===== src/rtl/assert_macros.svh =====
// ----------------------------------------------------------------------------
// Assertion macros
// Shared concurrent assertion wrappers. They assume a clock named clk and an
// active-low reset named rst_n in the module that uses them.
// ----------------------------------------------------------------------------
`ifndef ASSERT_MACROS_SVH
`define ASSERT_MACROS_SVH

`ifndef SYNTHESIS

// Condition holds at every clock edge outside reset
`define ASSERT_INV(label, expr) \
    label: assert property (@(posedge clk) disable iff (!rst_n) (expr)) \
        else $error("invariant violated");

// Antecedent implies consequent in the same cycle
`define ASSERT_IMPL(label, ante, cons) \
    label: assert property (@(posedge clk) disable iff (!rst_n) (ante) |-> (cons)) \
        else $error("implication violated");

`else

`define ASSERT_INV(label, expr)
`define ASSERT_IMPL(label, ante, cons)

`endif

`endif


===== src/rtl/hsl2rgb_pkg.sv =====
// ----------------------------------------------------------------------------
// HSL to RGB package
// Sextant codes and fixed constants of the HSL to RGB converter.
// ----------------------------------------------------------------------------
package hsl2rgb_pkg;

    // Hue is scaled by six to pick one of six sextants
    localparam int unsigned HUE_SECTORS = 6;
    localparam int unsigned SEXT_W      = 3;

    // Sextant of the color wheel, named by the channel order it produces
    typedef enum logic [SEXT_W-1:0] {
        SEXT_RED_GREEN_UP   = 3'd0,  // r=v,    g=mid1, b=m
        SEXT_RED_DOWN       = 3'd1,  // r=mid2, g=v,    b=m
        SEXT_BLUE_UP        = 3'd2,  // r=m,    g=v,    b=mid1
        SEXT_GREEN_DOWN     = 3'd3,  // r=m,    g=mid2, b=v
        SEXT_RED_UP         = 3'd4,  // r=mid1, g=m,    b=v
        SEXT_BLUE_DOWN      = 3'd5   // r=v,    g=m,    b=mid2
    } sextant_t;

endpackage


===== src/rtl/hsl_to_rgb_converter.sv =====
// ----------------------------------------------------------------------------
// HSL to RGB converter
// Fixed-point conversion of one HSL pixel to RGB in a five-stage pipeline.
// ----------------------------------------------------------------------------
// Usage:
//   Input items arrive on s_axis_* (hue, saturation, lightness) and results
//   leave on m_axis_* (red, green, blue). An item moves on a clock edge where
//   tvalid and tready are both high.
//   Pipeline: stage 1 forms l*s and hue*6, stage 2 divides l*s by full scale,
//   stage 3 forms the top value v and bottom value m, stage 4 multiplies the
//   span by the hue fraction, stage 5 picks the channel order and registers
//   the result.
//   Stages: an accepted item passes the stage 1 to stage 5 registers in
//   order (five register stages) before its result is valid on m_axis.
//   Throughput: one item per clock while m_axis_tready is high.
//   Each stage holds its item while the next one is full and stalled, so a
//   stalled receiver only blocks s_axis_tready once every stage is occupied;
//   bubbles are squeezed out and nothing is lost or repeated.
//   Reset clears all stage valid bits; the pipeline comes up empty and ready.
// ----------------------------------------------------------------------------
`include "assert_macros.svh"

module hsl_to_rgb_converter #(
    parameter int CHANNEL_BITS = 8,
    parameter int HUE_BITS     = 16,
    localparam int IN_W        = HUE_BITS + 2 * CHANNEL_BITS,
    localparam int IN_TDATA_W  = ((IN_W + 7) / 8) * 8,
    localparam int OUT_W       = 3 * CHANNEL_BITS,
    localparam int OUT_TDATA_W = ((OUT_W + 7) / 8) * 8
) (
    input  logic                   clk,
    input  logic                   rst_n,

    input  logic                   s_axis_tvalid,
    output logic                   s_axis_tready,
    input  logic [IN_TDATA_W-1:0]  s_axis_tdata,   // hue, saturation, lightness

    output logic                   m_axis_tvalid,
    input  logic                   m_axis_tready,
    output logic [OUT_TDATA_W-1:0] m_axis_tdata    // red, green, blue
);

    import hsl2rgb_pkg::*;

    localparam int C       = CHANNEL_BITS;
    localparam int H       = HUE_BITS;
    localparam int HUE6_W  = H + SEXT_W;
    localparam int NSTAGE  = 5;
    localparam logic [C-1:0] MAXC = {C{1'b1}};

    // Stage valid bits and per-stage load enables
    logic [NSTAGE:1] vld_reg;
    logic [NSTAGE:1] en;

    // Stage 1
    logic [HUE6_W-1:0] hue6_s1_reg, hue6_s1_next;
    logic [2*C-1:0]    ls_s1_reg,   ls_s1_next;
    logic [C-1:0]      sat_s1_reg,  light_s1_reg;
    // Stage 2
    logic [C-1:0]      prod_s2_reg, prod_s2_next;
    logic [C-1:0]      sat_s2_reg,  light_s2_reg;
    sextant_t          sext_s2_reg;
    logic [H-1:0]      fract_s2_reg;
    // Stage 3
    logic [C-1:0]      v_s3_reg, v_s3_next;
    logic [C-1:0]      m_s3_reg, m_s3_next;
    logic [C-1:0]      light_s3_reg;
    sextant_t          sext_s3_reg;
    logic [H-1:0]      fract_s3_reg;
    // Stage 4
    logic [C-1:0]      v_s4_reg, m_s4_reg;
    logic [C-1:0]      ramp_s4_reg, ramp_s4_next;
    logic [C-1:0]      light_s4_reg;
    sextant_t          sext_s4_reg;
    // Stage 5 (output)
    logic [C-1:0]      red_reg,   red_next;
    logic [C-1:0]      green_reg, green_next;
    logic [C-1:0]      blue_reg,  blue_next;

    // Input field unpacking
    logic [H-1:0] in_hue;
    logic [C-1:0] in_sat;
    logic [C-1:0] in_light;

    assign in_hue   = s_axis_tdata[H-1:0];
    assign in_sat   = s_axis_tdata[H +: C];
    assign in_light = s_axis_tdata[H + C +: C];

    // Backpressure: a stage loads when empty or when its successor moves on
    always_comb
    begin
        en[NSTAGE] = !vld_reg[NSTAGE] || m_axis_tready;
        for (int k = NSTAGE - 1; k >= 1; k--)
        begin
            en[k] = !vld_reg[k] || en[k + 1];
        end
    end

    assign s_axis_tready = en[1];

    // Valid bits
    always_ff @(posedge clk or negedge rst_n)
    begin
        if (!rst_n)
        begin
            vld_reg <= '0;
        end
        else
        begin
            if (en[1])
            begin
                vld_reg[1] <= s_axis_tvalid;
            end
            for (int k = 2; k <= NSTAGE; k++)
            begin
                if (en[k])
                begin
                    vld_reg[k] <= vld_reg[k - 1];
                end
            end
        end
    end

    // Stage 1: l*s product and hue scaled by six
    always_comb
    begin
        ls_s1_next   = (2 * C)'(in_light) * (2 * C)'(in_sat);
        hue6_s1_next = HUE6_W'(in_hue) * HUE6_W'(HUE_SECTORS);
    end

    always_ff @(posedge clk)
    begin
        if (en[1])
        begin
            ls_s1_reg    <= ls_s1_next;
            hue6_s1_reg  <= hue6_s1_next;
            sat_s1_reg   <= in_sat;
            light_s1_reg <= in_light;
        end
    end

    // Stage 2: exact floor(x / (2^C - 1)) for x <= (2^C - 1)^2
    logic [2*C:0] div_sum;

    always_comb
    begin
        div_sum      = (2 * C + 1)'(ls_s1_reg) + (2 * C + 1)'(ls_s1_reg >> C)
                     + (2 * C + 1)'(1);
        prod_s2_next = div_sum[2 * C - 1:C];
    end

    always_ff @(posedge clk)
    begin
        if (en[2])
        begin
            prod_s2_reg  <= prod_s2_next;
            sat_s2_reg   <= sat_s1_reg;
            light_s2_reg <= light_s1_reg;
            sext_s2_reg  <= sextant_t'(hue6_s1_reg[HUE6_W-1:H]);
            fract_s2_reg <= hue6_s1_reg[H-1:0];
        end
    end

    // Stage 3: top value v (clamped) and bottom value m = 2l - v (clamped at 0)
    logic         low_half;
    logic [C:0]   v_raw;
    logic [C+1:0] m_diff;

    always_comb
    begin
        low_half = {light_s2_reg, 1'b0} <= (C + 1)'(MAXC);
        if (low_half)
        begin
            v_raw = (C + 1)'(light_s2_reg) + (C + 1)'(prod_s2_reg);
        end
        else
        begin
            v_raw = (C + 1)'(light_s2_reg) + (C + 1)'(sat_s2_reg)
                  - (C + 1)'(prod_s2_reg);
        end
        v_s3_next = (v_raw > (C + 1)'(MAXC)) ? MAXC : v_raw[C-1:0];
        m_diff    = {1'b0, light_s2_reg, 1'b0} - (C + 2)'(v_s3_next);
        // v never falls below l, so a non-negative m fits in C bits
        m_s3_next = m_diff[C + 1] ? '0 : m_diff[C-1:0];
    end

    always_ff @(posedge clk)
    begin
        if (en[3])
        begin
            v_s3_reg     <= v_s3_next;
            m_s3_reg     <= m_s3_next;
            light_s3_reg <= light_s2_reg;
            sext_s3_reg  <= sext_s2_reg;
            fract_s3_reg <= fract_s2_reg;
        end
    end

    // Stage 4: ramp = (v - m) * fract >> H
    logic [C-1:0]   span;
    logic [C+H-1:0] ramp_prod;

    always_comb
    begin
        span         = (v_s3_reg >= m_s3_reg) ? (v_s3_reg - m_s3_reg) : '0;
        ramp_prod    = (C + H)'(span) * (C + H)'(fract_s3_reg);
        ramp_s4_next = ramp_prod[C + H - 1:H];
    end

    always_ff @(posedge clk)
    begin
        if (en[4])
        begin
            v_s4_reg     <= v_s3_reg;
            m_s4_reg     <= m_s3_reg;
            ramp_s4_reg  <= ramp_s4_next;
            light_s4_reg <= light_s3_reg;
            sext_s4_reg  <= sext_s3_reg;
        end
    end

    // Stage 5: rising/falling mids and channel order by sextant
    logic [C:0]   mid1_sum;
    logic [C-1:0] mid1;
    logic [C-1:0] mid2;

    always_comb
    begin
        mid1_sum = (C + 1)'(m_s4_reg) + (C + 1)'(ramp_s4_reg);
        mid1     = mid1_sum[C] ? MAXC : mid1_sum[C-1:0];
        // ramp never exceeds v - m, so this cannot underflow
        mid2     = v_s4_reg - ramp_s4_reg;

        red_next   = light_s4_reg;
        green_next = light_s4_reg;
        blue_next  = light_s4_reg;

        // Zero top value leaves gray at lightness
        if (v_s4_reg != '0)
        begin
            unique case (sext_s4_reg)
                SEXT_RED_GREEN_UP:
                begin
                    red_next = v_s4_reg; green_next = mid1;     blue_next = m_s4_reg;
                end
                SEXT_RED_DOWN:
                begin
                    red_next = mid2;     green_next = v_s4_reg; blue_next = m_s4_reg;
                end
                SEXT_BLUE_UP:
                begin
                    red_next = m_s4_reg; green_next = v_s4_reg; blue_next = mid1;
                end
                SEXT_GREEN_DOWN:
                begin
                    red_next = m_s4_reg; green_next = mid2;     blue_next = v_s4_reg;
                end
                SEXT_RED_UP:
                begin
                    red_next = mid1;     green_next = m_s4_reg; blue_next = v_s4_reg;
                end
                default:
                begin
                    red_next = v_s4_reg; green_next = m_s4_reg; blue_next = mid2;
                end
            endcase
        end
    end

    always_ff @(posedge clk)
    begin
        if (en[5])
        begin
            red_reg   <= red_next;
            green_reg <= green_next;
            blue_reg  <= blue_next;
        end
    end

    // Output packing
    assign m_axis_tvalid = vld_reg[NSTAGE];
    assign m_axis_tdata  = OUT_TDATA_W'({blue_reg, green_reg, red_reg});

    // Assertions
    `ASSERT_IMPL(a_ready_when_out_empty, !vld_reg[NSTAGE], s_axis_tready)
    `ASSERT_IMPL(a_full_stall_blocks, (&vld_reg) && !m_axis_tready, !s_axis_tready)
    `ASSERT_IMPL(a_top_above_bottom, vld_reg[3], v_s3_reg >= m_s3_reg)
    `ASSERT_IMPL(a_ramp_within_span, vld_reg[4] && (v_s4_reg >= m_s4_reg),
                 ramp_s4_reg <= (v_s4_reg - m_s4_reg))

endmodule

===== config.mk =====
export PLATFORM = sky130hd
export DESIGN_NAME = hsl_to_rgb_converter
export DESIGN_NICKNAME = d
export VERILOG_FILES = /design/src/rtl/hsl2rgb_pkg.sv /design/src/rtl/hsl_to_rgb_converter.sv
export VERILOG_INCLUDE_DIRS = /design/src /design/src/rtl
export SDC_FILE = /design/constraint.sdc
export NUM_CORES = 1
export LEC_CHECK = 0
export BUFFER_PORTS_ARGS = -buffer_cell sky130_fd_sc_hd__buf_2
export CAP_MARGIN = 20
export CORE_UTILIZATION = 50
export CTS_CLUSTER_SIZE = 40
export DETAILED_ROUTE_END_ITERATION = 8
export GPL_TIMING_DRIVEN = 0
export PLACE_DENSITY = 0.67
export SYNTH_ARGS = -nofsm -noshare
export SYNTH_HDL_FRONTEND = slang
export SYNTH_SLANG_ARGS = --single-unit

===== constraint.sdc =====
create_clock -name clk -period 7.7 [get_ports clk]
set_input_delay 1.54 -clock clk [delete_from_list [all_inputs] [get_ports clk]]
set_output_delay 1.54 -clock clk [all_outputs]
set_load 0.01 [all_outputs]

==> report_table.html <==
<table>
<tr><th>Metric</th><th>Value</th></tr>
<tr><th colspan="2">Yosys</th></tr>
<tr><td>Cell types with the largest area share after synthesis</td><td>sky130_fd_sc_hd__edfxtp_1, sky130_fd_sc_hd__fa_1, sky130_fd_sc_hd__ha_1</td></tr>
<tr><td>Synthesized netlist cell count</td><td>1451</td></tr>
<tr><td>Area fraction in compound gates after synthesis</td><td>10.5%</td></tr>
<tr><td>Share of the yosys chip area belonging to registers</td><td>37.7%</td></tr>
<tr><td>Xor/xnor share of the synthesized area</td><td>3.57%</td></tr>
<tr><td>Dominant combinational cell family by area after synthesis</td><td>adder cells</td></tr>
<tr><td>Multiplexer area fraction after synthesis</td><td>less than 1%</td></tr>
<tr><td>Synth Warn #</td><td>0</td></tr>
<tr><td>Count of distinct cell types in the synthesized netlist</td><td>74</td></tr>
<tr><td>Biggest area consumer among synthesized cells</td><td>sky130_fd_sc_hd__edfxtp_1</td></tr>
<tr><td>Flops &amp; latches, synth</td><td>198</td></tr>
<tr><td>Post-synthesis average cell area</td><td>10.8 µm²</td></tr>
<tr><td>Fraction of registers with async set/reset</td><td>2.53%</td></tr>
<tr><td>Cell area after technology mapping</td><td>15700 µm²</td></tr>
<tr><td>Number of enable-type register cells in the synthesized netlist</td><td>193</td></tr>
<tr><td>Adder-cell share of the synthesized area</td><td>between 20 and 30%</td></tr>
<tr><td>Top-area cell type share of the netlist area</td><td>36.9%</td></tr>
<tr><td>Main flop type after synthesis</td><td>sky130_fd_sc_hd__edfxtp_1</td></tr>
<tr><td>Syn nets</td><td>1761</td></tr>
<tr><td>Area share of and/or/nand/nor cells after synthesis</td><td>14.3%</td></tr>
<tr><th colspan="2">STA</th></tr>
<tr><td>Final period demand of the worst path</td><td>7.17 ns</td></tr>
<tr><td>Number of setup violations in the final report</td><td>0</td></tr>
<tr><td>Worst clock skew</td><td>0.0124 ns</td></tr>
<tr><td>Final slew viol count</td><td>0</td></tr>
<tr><td>Final Hold Fails</td><td>0</td></tr>
<tr><td>Fin Hold WS</td><td>0.416 ns</td></tr>
<tr><td>Worst Tran Pin Value</td><td>slightly above 1 ns</td></tr>
<tr><td>RSZ-0062 raised after global routing</td><td>false</td></tr>
<tr><td>FMAX</td><td>0.140 GHz</td></tr>
<tr><td>Relative max-transition margin</td><td>31.9%</td></tr>
<tr><td>Post-route fraction of the period consumed by the critical path</td><td>93.1%</td></tr>
<tr><td>Total negative slack</td><td>0 ns</td></tr>
<tr><th colspan="2">Detailed routing</th></tr>
<tr><td>DR DRC count</td><td>8</td></tr>
<tr><td>Per-cell routed wire length</td><td>~16 µm</td></tr>
<tr><td>Number of nets still failing antenna checks after routing</td><td>0</td></tr>
<tr><td>Violation count after the first detailed-routing iteration</td><td>511</td></tr>
<tr><td>Ratio of routed vias to standard cells</td><td>5.38</td></tr>
<tr><td>Vias after detailed routing</td><td>~10000</td></tr>
<tr><td>Drt pass-1 iters</td><td>7</td></tr>
<tr><td>Final wirelength</td><td>31.6 mm</td></tr>
<tr><th colspan="2">Place</th></tr>
<tr><td>Number of buffers added on ports</td><td>61</td></tr>
<tr><td>Half-perimeter wire length after placement</td><td>25.4 mm</td></tr>
<tr><td>Post-placement cell count</td><td>1912</td></tr>
<tr><td>Final weighted congestion of routability-driven global placement</td><td>~0.9</td></tr>
<tr><th colspan="2">GRT</th></tr>
<tr><td>Via count of the first global-routing pass</td><td>10600</td></tr>
<tr><td>GRT Overall Usage</td><td>21.2%</td></tr>
<tr><td>Global-route wire length before repair</td><td>52.5 mm</td></tr>
<tr><td>Antenna violations before repair</td><td>0</td></tr>
<tr><td>Congestion Overflow GR</td><td>0</td></tr>
<tr><td>Largest net degree at the start of global routing</td><td>37</td></tr>
<tr><th colspan="2">Worst setup path</th></tr>
<tr><td>Setup crit start kind</td><td>flip-flop</td></tr>
<tr><td>Crit path max-delay cell type</td><td>sky130_fd_sc_hd__fa_1</td></tr>
<tr><td>Largest fanout on the critical path</td><td>10</td></tr>
<tr><td>Data required time at the worst endpoint</td><td>just under 8 ns</td></tr>
<tr><td>Largest incremental delay on the critical path</td><td>0.56 ns</td></tr>
<tr><td>CP arrival</td><td>7.34 ns</td></tr>
<tr><td>Kind of capture point of the worst setup path</td><td>flip-flop</td></tr>
<tr><td>Reg2reg setup slack</td><td>0.53 ns</td></tr>
<tr><td>CP Class</td><td>reg -&gt; reg</td></tr>
<tr><th colspan="2">Job</th></tr>
<tr><td>Max-cap check violation count</td><td>0</td></tr>
<tr><th colspan="2">Cells and area</th></tr>
<tr><td>Growth of design area from synthesis to finish</td><td>9.49%</td></tr>
<tr><td>Share of final-layout standard cells stronger than drive strength 1</td><td>8.79%</td></tr>
<tr><td>Finished Layout Cells</td><td>around 2000</td></tr>
<tr><td>Final-stage net count</td><td>1845</td></tr>
<tr><td>Number of antenna diodes</td><td>0</td></tr>
<tr><td>Flip-flop count of the largest register, all copies and words added</td><td>18</td></tr>
<tr><td>Filler instances</td><td>~2700</td></tr>
<tr><th colspan="2">Clock tree</th></tr>
<tr><td>Clock root cell</td><td>sky130_fd_sc_hd__clkbuf_16</td></tr>
<tr><td>Number of resized instances in the post-cts repair step</td><td>0</td></tr>
<tr><td>Reg clk slew, reported paths</td><td>~0.08 ns</td></tr>
<tr><td>Max Buffers Root-to-Sink</td><td>2</td></tr>
<tr><td>Hold-fix buffers, CTS</td><td>0</td></tr>
<tr><td>Total clock sinks</td><td>198</td></tr>
<tr><td>Number of setup buffers added after CTS</td><td>0</td></tr>
<tr><td>Number of buffers added by the clock tree synthesis step</td><td>17</td></tr>
<tr><td>Worst-skew pair later-pin latency</td><td>about 0.44 ns</td></tr>
<tr><td>TritonCTS clock tree</td><td>built</td></tr>
<tr><td>H-tree lvl count</td><td>4</td></tr>
<tr><th colspan="2">Hold path</th></tr>
<tr><td>Hold/Removal Path Class</td><td>reg -&gt; reg</td></tr>
<tr><th colspan="2">Floorplanning</th></tr>
<tr><td>Initial standard-cell utilization of the core</td><td>51.1%</td></tr>
<tr><td>Horizontal die dimension</td><td>179 µm</td></tr>
<tr><td>Number of placed I/O pins</td><td>62</td></tr>
<tr><td>Number of rows created at floorplan</td><td>64</td></tr>
<tr><td>Vertical die dimension</td><td>179 µm</td></tr>
<tr><td>Die Area</td><td>32100 µm²</td></tr>
<tr><td>Std-Cell Core Area</td><td>~31000 µm²</td></tr>
<tr><th colspan="2">Outcome</th></tr>
<tr><td>Failing checks</td><td>DRC</td></tr>
<tr><td>Outcome</td><td>finished, violations left</td></tr>
</table>
-- worst max-delay path, delay by kind of cell, from the launching register on --
kind,cells,cell delay (ns)
compound gates,7,1.58
xor+xnor,2,0.21
fa+ha+maj,7,3.03
buf+inv,6,0.71
flops,1,0.39
simple gates,5,1.00
-- Yosys cell counts (4+ instances only) --
cell type and count:
sky130_fd_sc_hd__a211o_1 4, sky130_fd_sc_hd__a211oi_1 6, sky130_fd_sc_hd__a21boi_0 4, sky130_fd_sc_hd__a21boi_1 12, sky130_fd_sc_hd__a21o_1 14, sky130_fd_sc_hd__a21oi_1 69, sky130_fd_sc_hd__a31oi_1 7, sky130_fd_sc_hd__and2_1 133
sky130_fd_sc_hd__and3_1 4, sky130_fd_sc_hd__and4_1 4, sky130_fd_sc_hd__buf_2 4, sky130_fd_sc_hd__clkbuf_1 18, sky130_fd_sc_hd__dfrtp_1 5, sky130_fd_sc_hd__edfxtp_1 193, sky130_fd_sc_hd__fa_1 127, sky130_fd_sc_hd__ha_1 147
sky130_fd_sc_hd__inv_1 219, sky130_fd_sc_hd__nand2_1 88, sky130_fd_sc_hd__nand2b_1 18, sky130_fd_sc_hd__nand3_1 26, sky130_fd_sc_hd__nand4_1 7, sky130_fd_sc_hd__nor2_1 80, sky130_fd_sc_hd__nor2b_1 13, sky130_fd_sc_hd__nor3_1 24
sky130_fd_sc_hd__o211ai_1 4, sky130_fd_sc_hd__o21a_1 10, sky130_fd_sc_hd__o21ai_0 35, sky130_fd_sc_hd__o21ai_1 9, sky130_fd_sc_hd__o21bai_1 6, sky130_fd_sc_hd__o221ai_1 20, sky130_fd_sc_hd__o31ai_1 5, sky130_fd_sc_hd__or2_2 9
sky130_fd_sc_hd__or3_1 7, sky130_fd_sc_hd__xnor2_1 51, sky130_fd_sc_hd__xor2_1 13
-- layout make-up --
class                      instances  area [µm²]  share of cell area [%]
buffer                            24         104                   0.604
clock buffer                      17         425                    2.47
tap                              396         495                    2.88
sequential                       198        5920                    34.4
multi-input combinational       1010        8860                    51.6
clock inverter                    15         184                    1.07
inverter                         219         822                    4.78
timing repair buffer              65         375                    2.18
-- worst paths after layout --
check | from | endpoint | cells past startpoint
hold reg to reg | fract_s2_reg[5] | fract_s3_reg[5] | 0
min in group asynchronous | rst_n | vld_reg[1] | 1
setup reg to reg | v_s3_reg[0] | ramp_s4_reg[3] | 27
max in group asynchronous | rst_n | vld_reg[5] | 1
hold / removal | fract_s2_reg[5] | fract_s3_reg[5] | 0
setup / recovery | v_s3_reg[0] | ramp_s4_reg[3] | 27
-- per-layer routing --
| layer | vias up | global-route usage [%] | wire length, µm |
|---|---|---|---|
| met5 | - | 0 | 0 |
| met4 | 0 | 5.39 | 520 |
| met3 | 37 | 3.01 | 915 |
| met2 | 173 | 38.0 | 16000 |
| met1 | 5112 | 26.8 | 14100 |
| li1 | 5130 | - | - |
-- cells by family after synthesis --
| family | after synthesis |
|---|---|
| buffers and inverters | 243 |
| flip-flops | 198 |
| AND/OR/NAND/NOR | 429 |
| AO/OA/AOI/OAI | 241 |
| adder cells (fa/ha/maj) | 274 |
| multiplexers | 2 |
| XOR/XNOR | 64 |
-- placed cells by master, fill, tap and decap left out, drive strengths merged, types with 36 or more instances in the layout --
| cell | n |
|---|---|
| inv | 225 |
| edfxtp | 193 |
| ha | 147 |
| and2 | 134 |
| fa | 127 |
| nand2 | 89 |
| nor2 | 80 |
| a21oi | 71 |
| buf | 70 |
| xnor2 | 51 |
| o21ai | 44 |
| clkbuf | 36 |
-- stage by stage --
step                cell area, µm²  utilization [%]  setup WS (ns)
finish                       17200             55.9          0.532
global route                 17200             55.9         0.0671
CTS                          17200             55.9          0.420
detailed placement           16600             53.9          0.444
global placement             16500             53.7          0.119
floorplan                    15700                -           1.51
Power is left out: the tool's default activity adds up to more than one toggle a clock period on the data nets, which glitch-free logic cannot reach.
